<file path="config.mk">
export PLATFORM = sky130hd
export DESIGN_NAME = bpa_bitmap_ram
export DESIGN_NICKNAME = d
export VERILOG_FILES = /design/src/rtl/bpa_pkg.sv /design/src/rtl/bpa_bitmap_ram.sv
export SDC_FILE = /design/constraint.sdc
export NUM_CORES = 2
export LEC_CHECK = 0
export ABC_AREA = 1
export BUFFER_PORTS_ARGS = -buffer_cell sky130_fd_sc_hd__clkbuf_2
export CELL_PAD_IN_SITES_DETAIL_PLACEMENT = 0
export CELL_PAD_IN_SITES_GLOBAL_PLACEMENT = 1
export CORE_ASPECT_RATIO = 0.9
export CORE_MARGIN = 5
export CORE_UTILIZATION = 47
export DETAILED_ROUTE_END_ITERATION = 12
export PLACE_DENSITY = 0.82
export SLEW_MARGIN = 10
export SYNTH_ARGS = -nofsm -noshare
export SYNTH_HDL_FRONTEND = slang
export SYNTH_SLANG_ARGS = --single-unit
</file>
<file path="constraint.sdc">
create_clock -name clk -period 1.68 [get_ports clk]
set_input_delay 0.084 -clock clk [delete_from_list [all_inputs] [get_ports clk]]
set_output_delay 0.084 -clock clk [all_outputs]
set_load 0.01 [all_outputs]
</file>
<file path="src/rtl/bpa_pkg.sv">
// bpa_pkg: constants, opcodes and shared structs for the bitmap page allocator
// no dependencies; used by the interfaces and all rtl modules
package bpa_pkg;

  localparam int unsigned BITMAP_BYTES = 512;
  localparam int unsigned BYTE_AW      = $clog2(BITMAP_BYTES);
  localparam int unsigned BIT_W        = 3;
  localparam int unsigned PAGE_W       = 12;
  localparam int unsigned CFG_W        = 10;
  localparam int unsigned OP_W         = 2;

  localparam logic [OP_W-1:0] OP_FIND  = 2'd0;
  localparam logic [OP_W-1:0] OP_SET   = 2'd1;
  localparam logic [OP_W-1:0] OP_CLEAR = 2'd2;

  localparam logic [7:0]       BYTE_FULL  = 8'hff;
  localparam logic [7:0]       BYTE_EMPTY = 8'h00;
  localparam logic [CFG_W-1:0] LIMIT_MAX  = CFG_W'(BITMAP_BYTES);

  typedef struct packed {
    logic               wr_en;
    logic [BYTE_AW-1:0] wr_addr;
    logic [7:0]         wr_data;
    logic               rd_en;
    logic [BYTE_AW-1:0] rd_addr;
  } mem_cmd_t;

  typedef struct packed {
    logic             full;
    logic [BIT_W-1:0] low_bit;
    logic [7:0]       set_byte;
    logic [7:0]       clr_byte;
  } scan_res_t;

endpackage

</file>
<file path="src/rtl/bpa_bitmap_ram.sv">
// bpa_bitmap_ram: usage bitmap storage, one write and one registered read port
// depends on bpa_pkg
module bpa_bitmap_ram (
  input  logic               clk,
  input  bpa_pkg::mem_cmd_t  cmd,
  output logic [7:0]         rd_data
);

  logic [7:0] mem [bpa_pkg::BITMAP_BYTES];

  always_ff @(posedge clk) begin
    if (cmd.wr_en) begin
      mem[cmd.wr_addr] <= cmd.wr_data;
    end
    if (cmd.rd_en) begin
      rd_data <= mem[cmd.rd_addr];
    end
  end

endmodule

</file>
==> results.cfg <==
[status]
status = finished with violations
failed_checks = negative setup slack

[critical_path]
required_ns = 2.35
endpoint_kind = flop
critPathLaunchType = flop
critPathBufInv = 0
critical_path.max_stage_delay_ns = 0.37
worstPathCellList = nand2_1 > nand3_1 > nand3_1 > nand3_2 > nand3_1 > nand3_2 > nand3_2 > nand3_2 > nand3_1 > nand2_1
crit_arrival_ns = 2.55
critical_path_class = flop to flop
crit_family = simple AND/OR/NAND/NOR gates
cp_max_fo = 1
cp_slowest_cell = edfxtp_1

[pwr]
leakage_nw = 72.7
total_power_mw = 218
cellPowerDensity_mw_per_mm2 = 1080
ir_drop_mv = 0.879

[die]
initial_core_util_pct = 47.2
core_mm2 = 0.354
ioPinCount = 37
die_w_um = 638
row_count = 207
die_area_mm2 = 0.367
die_y_um = 575

[yosys]
ys.warnings.count = 0
ys_seq_elements = 4104
synth_top_area_share_pct = 73.9
netlist-cell-type-count = 15
synth-seq-area-share_pct = 73.9
ys_top_cells_by_area = edfxtp_1, nand3_1, nand2_1
syn_inst = 13900
syn_area_per_cell_um2 = 12.0
synth_largest_area_cell = edfxtp_1
syn-num-nets = 13900
synth_area_mm2 = 0.167

[placement]
gp_congestion = 0.911
io_buffers = 36
dp_hpwl_um = 308000
dp_slack_ns = -1.16

[clock_network]
post-cts-setup-buffers = 0
cts_max_level = 5
clock-sinks = 4104
clockBufferDepth = 4
cts_buffers = 402
clk_pin_slew_worst_paths_ns = 0.07
cts_tree = yes
clockRootBuffer = clkbuf_16
clk_latency_ns = 0.92

[final_layout]
ff_latch_area_mm2 = 0.123
finalCoreUtilization_pct = 57.0
layout_commonest_cell = nand2_1
area_growth_pct = 20.9
multiInputGateArea_mm2 = 0.0432
fin_nets = 15000
final_cell_mix = nand2_1, edfxtp_1, nand3_1, buf_4, nand3_2
drive_gt1_share_pct = 19.5
nFillCells = 27600

[grt]
grt_max_degree = 102
grt.total_usage_pct = 25.6
grt_overflow = 0
antenna_found_initial = 20
grt_pass1_wl_um = 711000
grt_pass1_vias = 108000

[sta]
worst_slew_pin_slew_ns = 1.17
fin_skew_ns = 0.0527
period_needed_ns = 1.88
setup_viol = 16
hold_viol_final = 0
slew_headroom_pct = 22.0
finalCritPeriodShare_pct = 112
fmax_mhz = 533
tns_ns = -1.85
holdWs_ns = 0.0894
rsz0062_at_grt = true
slew_violations = 0
worst_slack_ns = -0.196

[routing]
via_per_inst = 5.74
wirelength_um = 484000
vias = 115000
drt-initial-drc-count = 14400
detail-route-antenna-nets = 0
wl_per_cell_um = 24.2
dr.pass1.iters = 8
drcViolationCount = 0

[hold_path]
hp-class = input port to flop

[job]
drv_cap = 0
sequential cells by signal (all words and copies together) (netlist names):
| signal | flops |
|---|---|
| mem | 4096 |
| rd_data | 8 |
kinds of logic after synthesis:
logic type	share of synthesized area [%]
buffers and inverters	3.33
flip-flops	73.9
AND/OR/NAND/NOR	22.8
per-layer routing:
layer	track usage (%)	routed length (um)	vias to the layer above	part of all wire [%]
met1	36.5	192000	56100	40
met5	0	44	-	0.0091
met2	39.7	223000	5961	46
met3	4.48	48600	966	10
met4	9.74	21200	6	4.4
li1	-	-	51700	-
synthesized netlist by cell type, drive strengths merged:
| library cell | n |
|---|---|
| clkbuf | 184 |
| inv | 39 |
| nand3 | 4080 |
| nor3 | 11 |
| nor2 | 514 |
| nand2 | 4160 |
| buf | 799 |
| edfxtp | 4104 |
stage by stage:
| stage | instances | cell area, um2 |
|---|---|---|
| 2_1_floorplan | 13900 | 167000 |
| 3_3_place_gp | 19200 | 184000 |
| 3_5_place_dp | 19200 | 184000 |
| 4_1_cts | 20000 | 199000 |
| 5_1_grt | 20000 | 202000 |
| 6_report | 20000 | 202000 |
final cells by class:
type                    instances  share of cell area [%]
flip-flops and latches       4104                    61.1
multi-input cells            8765                    21.4
repair buffers               1631                    8.17
clock buffers                 484                    5.16
well taps                    4702                    2.92
clock inverters               240                    1.13
inverters                      39                   0.100
diodes                          7                 0.00869
worst paths after layout:
| kind | depth (start not counted) | slack (ns) | start | end |
|---|---|---|---|---|
| max reg2reg | 10 | -0.20 | mem[347][6]$_DFFE_PP_ | rd_data[6]$_DFFE_PP_ |
| min reg2reg | 10 | 1.15 | mem[276][0]$_DFFE_PP_ | rd_data[0]$_DFFE_PP_ |
| min | 6 | 0.09 | cmd[21] | mem[379][0]$_DFFE_PP_ |
| max | 10 | -0.20 | mem[347][6]$_DFFE_PP_ | rd_data[6]$_DFFE_PP_ |
timing repair:
action,CTS,global route
cloned,0,0
hold buffers,11,0
pin swaps,98,213
resized for setup,470,486
setup endpoints to repair,16,16
endpoints found under the hold margin,3804,0
worst min-delay path, delay by kind of cell:
family	cells	cell delay, ns
buffers and inverters	3	0.40
and+or+nand+nor	3	0.35
power breakdown:
part | internal [mW] | switching, mW | total, mW | leakage (nW)
registers | 113 | 0.0913 | 113 | 36.9
logic | 5.17 | 11.4 | 16.5 | 29.6
clock network | 50.1 | 38.3 | 88.4 | 6.20
Power figures use the tool's default switching activity.
