==> src/rtl/bpa_pkg.sv <==
// bpa_pkg: constants, opcodes and shared structs for the bitmap page allocator
// no dependencies; used by the interfaces and all rtl modules
package bpa_pkg;

  localparam int unsigned BITMAP_BYTES = 512;
  localparam int unsigned BYTE_AW      = $clog2(BITMAP_BYTES);
  localparam int unsigned BIT_W        = 3;
  localparam int unsigned PAGE_W       = 12;
  localparam int unsigned CFG_W        = 10;
  localparam int unsigned OP_W         = 2;

  localparam logic [OP_W-1:0] OP_FIND  = 2'd0;
  localparam logic [OP_W-1:0] OP_SET   = 2'd1;
  localparam logic [OP_W-1:0] OP_CLEAR = 2'd2;

  localparam logic [7:0]       BYTE_FULL  = 8'hff;
  localparam logic [7:0]       BYTE_EMPTY = 8'h00;
  localparam logic [CFG_W-1:0] LIMIT_MAX  = CFG_W'(BITMAP_BYTES);

  typedef struct packed {
    logic               wr_en;
    logic [BYTE_AW-1:0] wr_addr;
    logic [7:0]         wr_data;
    logic               rd_en;
    logic [BYTE_AW-1:0] rd_addr;
  } mem_cmd_t;

  typedef struct packed {
    logic             full;
    logic [BIT_W-1:0] low_bit;
    logic [7:0]       set_byte;
    logic [7:0]       clr_byte;
  } scan_res_t;

endpackage

==> src/rtl/bpa_scan_unit.sv <==
// bpa_scan_unit: shared byte unit, full test, lowest clear bit, bit set and clear
// depends on bpa_pkg
module bpa_scan_unit (
  input  logic [7:0]                 data,
  input  logic [bpa_pkg::BIT_W-1:0]  bit_sel,
  output bpa_pkg::scan_res_t         res
);

  logic [7:0]                 mask;
  logic [bpa_pkg::BIT_W-1:0]  low;

  always_comb begin
    low = '0;
    for (int i = 7; i >= 0; i--) begin
      if (!data[i]) begin
        low = bpa_pkg::BIT_W'(i);
      end
    end
  end

  assign mask         = 8'(1) << bit_sel;
  assign res.full     = (data == bpa_pkg::BYTE_FULL);
  assign res.low_bit  = low;
  assign res.set_byte = data | mask;
  assign res.clr_byte = data & ~mask;

endmodule

==> config.mk <==
export PLATFORM = sky130hd
export DESIGN_NAME = bpa_scan_unit
export DESIGN_NICKNAME = d
export VERILOG_FILES = /design/src/rtl/bpa_pkg.sv /design/src/rtl/bpa_scan_unit.sv
export SDC_FILE = /design/constraint.sdc
export NUM_CORES = 1
export LEC_CHECK = 0
export ABC_AREA = 1
export BUFFER_PORTS_ARGS = -buffer_cell sky130_fd_sc_hd__buf_2
export CAP_MARGIN = 40
export CORE_AREA = 2 2 39 41
export DETAILED_ROUTE_END_ITERATION = 12
export DIE_AREA = 0 0 41 43
export SYNTH_ARGS = -nofsm -noshare
export SYNTH_HDL_FRONTEND = slang
export SYNTH_SLANG_ARGS = --single-unit
export TNS_END_PERCENT = 30
==> constraint.sdc <==
create_clock -name vclk -period 0.8
set_input_delay 0.04 -clock vclk [all_inputs]
set_output_delay 0.04 -clock vclk [all_outputs]
set_load 0.05 [all_outputs]
==> summary.txt, run 1 <==
Detailed routing
  • Routed WL per cell: 8.991 µm
  • Initial DRT Pass Iterations: 2
  • DRC viols: 0
  • Post-DRT Antenna Nets: 0
  • DR vias: 467
  • DRT iter0 DRCs: 2
  • Vias per cell: 4.324
  • Drt total wl: 971 µm

Critical path
  • Crit path DAT: 0.75 ns
  • Startpoint types: primary input
  • CP Data Required Time: 0.76 ns
  • Setup Crit Path Kind: primary input to output pin
  • Crit-path cells: buf_2 > nand2_1 > nand3_1 > a31oi_2 > buf_6
  • Max incr delay on CP: 0.18 ns
  • Crit path buf inv count: 2
  • Crit-path max FO: 3
  • Cell family with most CP delay: buffers and inverters
  • Crit end category: output pin
  • Worst path slowest cell: buf_6

STA
  • Final setup viols: 0
  • Hold WS: 0.4144 ns
  • Max Freq: 1265 MHz
  • Final setup TNS: 0 ns
  • Relative slew slack: 86.18%
  • Max Slew Vio Count: 0
  • Slew of the pin with the lowest slew margin: 0.2057 ns
  • Final period util: 98.84%
  • Final min period: 0.7907 ns
  • Unrepaired setup endpoints after global routing: true
  • Worst setup margin: 0.009300 ns
  • Fin. Hold Viols: 0

Power and ir drop
  • Sw Ratio: 65.18%
  • Combinational power share: 100.0%
  • Switching Power: 0.3612 mW
  • Peak VDD IR: 0.0003385 V
  • Post-layout total power: 0.5542 mW
  • Sequential power share: 0%
  • PwrDens: 858.4 nW/µm²
  • Leak pwr: 0.3761 nW
  • Clock network power share: 0%
  • Int Pwr: 0.1930 mW

Flow run
  • Max Cap Violations: 0

Logic synthesis
  • Post-synthesis cell count: 51
  • Cell taking the most area after synthesis: nand2_1
  • Area contributors post-synth: nand2_1 (27%), inv_1 (23%), nand3_1 (13%)
  • Post-synthesis sequential area ratio: 0%
  • Post-synth top area share: 27.42%
  • Mapped Nets: 62
  • Mapped Area: 232.7 µm²
  • Yosys warns: 0
  • Mean Syn Cell Area: 4.563 µm²
  • Cell variety after synth: 12

Global routing
  • Gr usage total: 11.29%
  • First-pass GRT wire length: 1518 µm
  • Grt met3 use: 0%
  • GRT met2 Usage: 20.31%
  • Pin count of the biggest net entering global routing: 8
  • Vias in the first global route: 414
  • GRT Max-Usage Layer: met2
  • Total gr overflow: 0
  • Initial antenna violation count: 0
  • Met1 Use GR: 15.19%

Outcome
  • Outcome: finished clean

Floorplan
  • Chip width: 41 µm
  • Die Ht: 43 µm
  • Rows: 14
  • Core box area: 1384 µm²
  • I/O pins: 31
  • Die area: 1763 µm²
  • Initial Utilization: 16.82%

Place
  • Pre-CTS setup slack: -0.07371 ns
  • Dpl hpwl: 843.7 µm
  • I/O Buffers: 31
  • RePlAce Congestion: 0.7233

Hold path
  • Worst hold path class: primary input to output pin
  • Start point of the worst hold path: data[7]
  • Endpoint, Worst Hold: res[7]
  • WHS Path Cells: 4

Layout
  • P&R area growth vs syn: 177.4%
  • Final Core Density: 46.65%
  • Filler cells: 150
  • Antenna Diode Count: 0
  • Seq_cells: 0
  • Layout cell share with drive strength beyond 1: 56.52%
  • FF/Latch Area: 0 µm²
  • Multi-input gate area: 227.7 µm²
  • CLK BUF: 0
  • Nets: 105

Clock network
  • # hold bufs at CTS: 0
==> layer usage <==
layer | up-vias | routed length, µm
met5 | - | 0
met4 | 0 | 0
met3 | 0 | 65
met2 | 14 | 503
met1 | 206 | 402
li1 | 247 | -
==> cell type report <==
cell class | instances | area share [%]
tap | 16 | 3.101
timing repair buffer | 41 | 51.55
inverter | 16 | 10.08
multi-input combinational | 35 | 35.27
==> through the flow <==
step	cells	area [µm²]
2_1_floorplan	51	285.3
3_3_place_gp	107	540.5
3_5_place_dp	107	540.5
4_1_cts	107	588.1
5_1_grt	108	645.6
6_report	108	645.6
==> cells in the mapped netlist <==
cell,instances
nand2_1,17
nand3_1,6
nor4_1,1
nand4_1,1
o31ai_1,2
o31ai_2,1
inv_2,2
a21oi_1,1
a31oi_1,4
nor2_1,1
inv_1,14
nor3_1,1
==> power by group through the flow <==
stage | Clock (mW) | Sequential [mW] | Combinational [mW]
floorplan | 0 | 0 | 0.316
global placement | 0 | 0 | 0.483
detailed placement | 0 | 0 | 0.486
CTS | 0 | 0 | 0.523
global route | 0 | 0 | 0.586
finish | 0 | 0 | 0.554
==> cell families after synthesis <==
group	synth area share, %
simple gates	49.46
buf+inv	25.81
compound gates	24.72
==> how the worst max path moves through the flow <==
stage / slack (ns) / cells past startpoint / start / endpoint
2_1_floorplan: -0.24 / 2 / bit_sel[1] / res[4]
3_3_place_gp: -0.07 / 9 / data[7] / res[16]
3_5_place_dp: -0.07 / 9 / data[7] / res[16]
4_1_cts: -0.01 / 9 / data[7] / res[16]
5_1_grt: -0.03 / 5 / data[6] / res[17]
6_report: 0.009 / 5 / data[6] / res[17]
==> layout by cell type (no fill, tap or decap), types with 2 or more instances in the layout <==
cell type   n
clkbuf_4    4
a31oi_1     3
inv_4       2
nand3_1     6
buf_4      21
o31ai_4     2
buf_6       8
buf_2       7
inv_2       2
nand2_1    16
inv_1      12
==> repair_timing <==
action | in CTS | in global routing
pin swaps | 0 | 3
gates resized for setup | 18 | 22
endpoints found under the setup margin | 16 | 18
setup buffers | 0 | 1
No activity file was read; power rests on OpenSTA's default activity.
==> run 2, diff against run 1 <==
--- a/config.mk
+++ b/config.mk
@@ -11,6 +11,7 @@
 export CORE_AREA = 2 2 39 41
 export DETAILED_ROUTE_END_ITERATION = 12
 export DIE_AREA = 0 0 41 43
+export REMOVE_ABC_BUFFERS = 1
 export SYNTH_ARGS = -nofsm -noshare
 export SYNTH_HDL_FRONTEND = slang
 export SYNTH_SLANG_ARGS = --single-unit
==> run 2 against run 1 <==
Against the previous run: power is 14% lower; global-route usage is 2.6 points lower; die area stayed put; utilization is 9.2 points lower; highest routed layer unchanged; largest power group unchanged; via count is 3.6% lower; clock-buffer cell count stayed put; non-clock buffer count is 2 lower.
==> summary.txt, run 2 (same netlist as run 1, synthesis figures left out) <==
Layout
  • FF/Latch Area: 0 µm² (unchanged)
  • Final Core Density: 37.43% (-9.2 points)
  • CLK BUF: 0 (unchanged)
  • Commonest cells after routing, fill and taps aside: nand2_1 (17), buf_2 (17), buf_4 (14)
  • P&R area growth vs syn: 122.6%
  • Layout cell share with drive strength beyond 1: 50.00% (-6.5 points)
  • Final Non-Filler Cells: 106 (-1.9%)
  • Antenna Diode Count: 0 (unchanged)
  • Nets: 103 (-1.9%)
  • Seq_cells: 0 (unchanged)

Hold path
  • WHS Path Cells: 3 (-1)
  • Worst hold path class: primary input to output pin
  • Start point of the worst hold path: data[3]

Global routing
  • GRT Max-Usage Layer: met2
  • First-pass GRT wire length: 1193 µm (-21%)
  • Vias in the first global route: 328 (-21%)
  • GRT met2 Usage: 16.56% (-3.8 points)
  • Total gr overflow: 0 (unchanged)
  • Grt met3 use: 0% (unchanged)
  • Pin count of the biggest net entering global routing: 8 (unchanged)
  • Met1 Use GR: 10.76% (-4.4 points)
  • Gr usage total: 8.691% (-2.6 points)
  • Initial antenna violation count: 0 (unchanged)

Detailed routing
  • DRC viols: 0 (unchanged)
  • Post-DRT Antenna Nets: 0 (unchanged)
  • Drt total wl: 852 µm (-12%)
  • Initial DRT Pass Iterations: 3 (+1)
  • Vias per cell: 4.245 (-1.8%)
  • DRT iter0 DRCs: 4 (+2)
  • DR vias: 450 (-3.6%)
  • Routed WL per cell: 8.038 µm (-11%)

Place
  • I/O Buffers: 31 (unchanged)
  • Dpl hpwl: 773 µm (-8.4%)
  • Placed cell count: 106 (-0.93%)
  • RePlAce Congestion: 0.7143 (-1.2%)

Critical path
  • Crit-path cells: buf_2 > inv_1 > nor4_1 > buf_4
  • Max incr delay on CP: 0.30 ns (+0.12 ns)
  • CP Depth: 4 (-1)
  • Cell family with most CP delay: buffers and inverters
  • CP Data Required Time: 0.76 ns (about the same)
  • Crit path DAT: 0.76 ns (about the same)
  • Startpoint types: primary input
  • Worst path slowest cell: nor4_1
  • Crit end category: output pin
  • CP startpoint: data[4]
  • Crit-path max FO: 3 (unchanged)
  • Setup Crit Path Kind: primary input to output pin
  • Crit path buf inv count: 3 (+1)

STA
  • Relative slew slack: 82.50% (-3.7 points)
  • Fin. Hold Viols: 0 (unchanged)
  • Final period util: 99.69% (+0.86 points)
  • Unrepaired setup endpoints after global routing: true
  • Max Slew Vio Count: 0 (unchanged)
  • Max Freq: 1254 MHz (-0.86%)
  • Final setup TNS: 0 ns (unchanged)
  • Final min period: 0.7975 ns (+0.006844 ns)
  • Slew of the pin with the lowest slew margin: 0.2600 ns (+0.05432 ns)
  • Final setup viols: 0 (unchanged)

Power and ir drop
  • PwrDens: 922.2 nW/µm² (+7.4%)
  • Leak pwr: 0.3402 nW (-9.5%)
  • Peak VDD IR: 0.0003011 V (-11%)

Flow run
  • Max Cap Violations: 0 (unchanged)

Floorplan
  • Core box area: 1384 µm² (unchanged)
  • Die Ht: 43 µm (unchanged)
  • I/O pins: 31 (unchanged)
  • Rows: 14 (unchanged)
  • Die area: 1763 µm² (unchanged)
  • Initial Utilization: 16.82% (unchanged)
  • Chip width: 41 µm (unchanged)

Clock network
  • # Post-CTS Setup Buffers: 0 (unchanged)

Outcome
  • Outcome: finished clean
run 2: cell types whose count changed in the layout (fill, tap and decap cells not counted), sizes merged:
cell	delta
buf	-3
clkbuf	+1
run 2: power by group:
part           switching, mW  internal, mW
clock network              0             0
registers                  0             0
logic                  0.332         0.146
run 2: stage by stage:
stage | area, µm² | hold WS (ns) | setup WS, ns | power (mW)
2_1_floorplan | 232.7 | 0.2744 | -0.8882 | 0.2971
3_3_place_gp | 467.9 | 0.4724 | -0.07991 | 0.4424
3_5_place_dp | 467.9 | 0.4725 | -0.07444 | 0.4447
4_1_cts | 483.0 | 0.4731 | -0.02657 | 0.4564
5_1_grt | 518.0 | 0.4699 | -0.04743 | 0.5056
6_report | 518.0 | 0.4531 | 0.002456 | 0.4777
run 2: path summary, 6_finish.rpt:
| check | slack, ns | to |
|---|---|---|
| worst max-delay path | 0.002 | res[19] |
| worst min-delay path | 0.45 | res[17] |
run 2: timing repair:
action | in CTS | in global routing
resized for setup | 6 | 16
setup endpoints to repair | 6 | 15
hold buffers | 0 | 0
pin swaps | 0 | 2
run 2: final cells by class:
class                           count  area [µm²]
Fill cell                         157       865.8
Tap cell                           16       20.02
Inverter                           16       60.06
Timing Repair Buffer               39       261.5
Multi-Input combinational cell     35       176.4
run 2: layer usage:
metal / wire length [µm] / share of wire (%) / up-vias
met5: 0 / 0 / -
met4: 0 / 0 / 0
met3: 56 / 6.6 / 0
met2: 463 / 54 / 14
met1: 331 / 39 / 192
li1: - / - / 244
run 2: tightest hold or removal path: cells and delay by family:
kind | cells | cell delay (ns)
buf+inv | 2 | 0.29
compound gates | 1 | 0.09
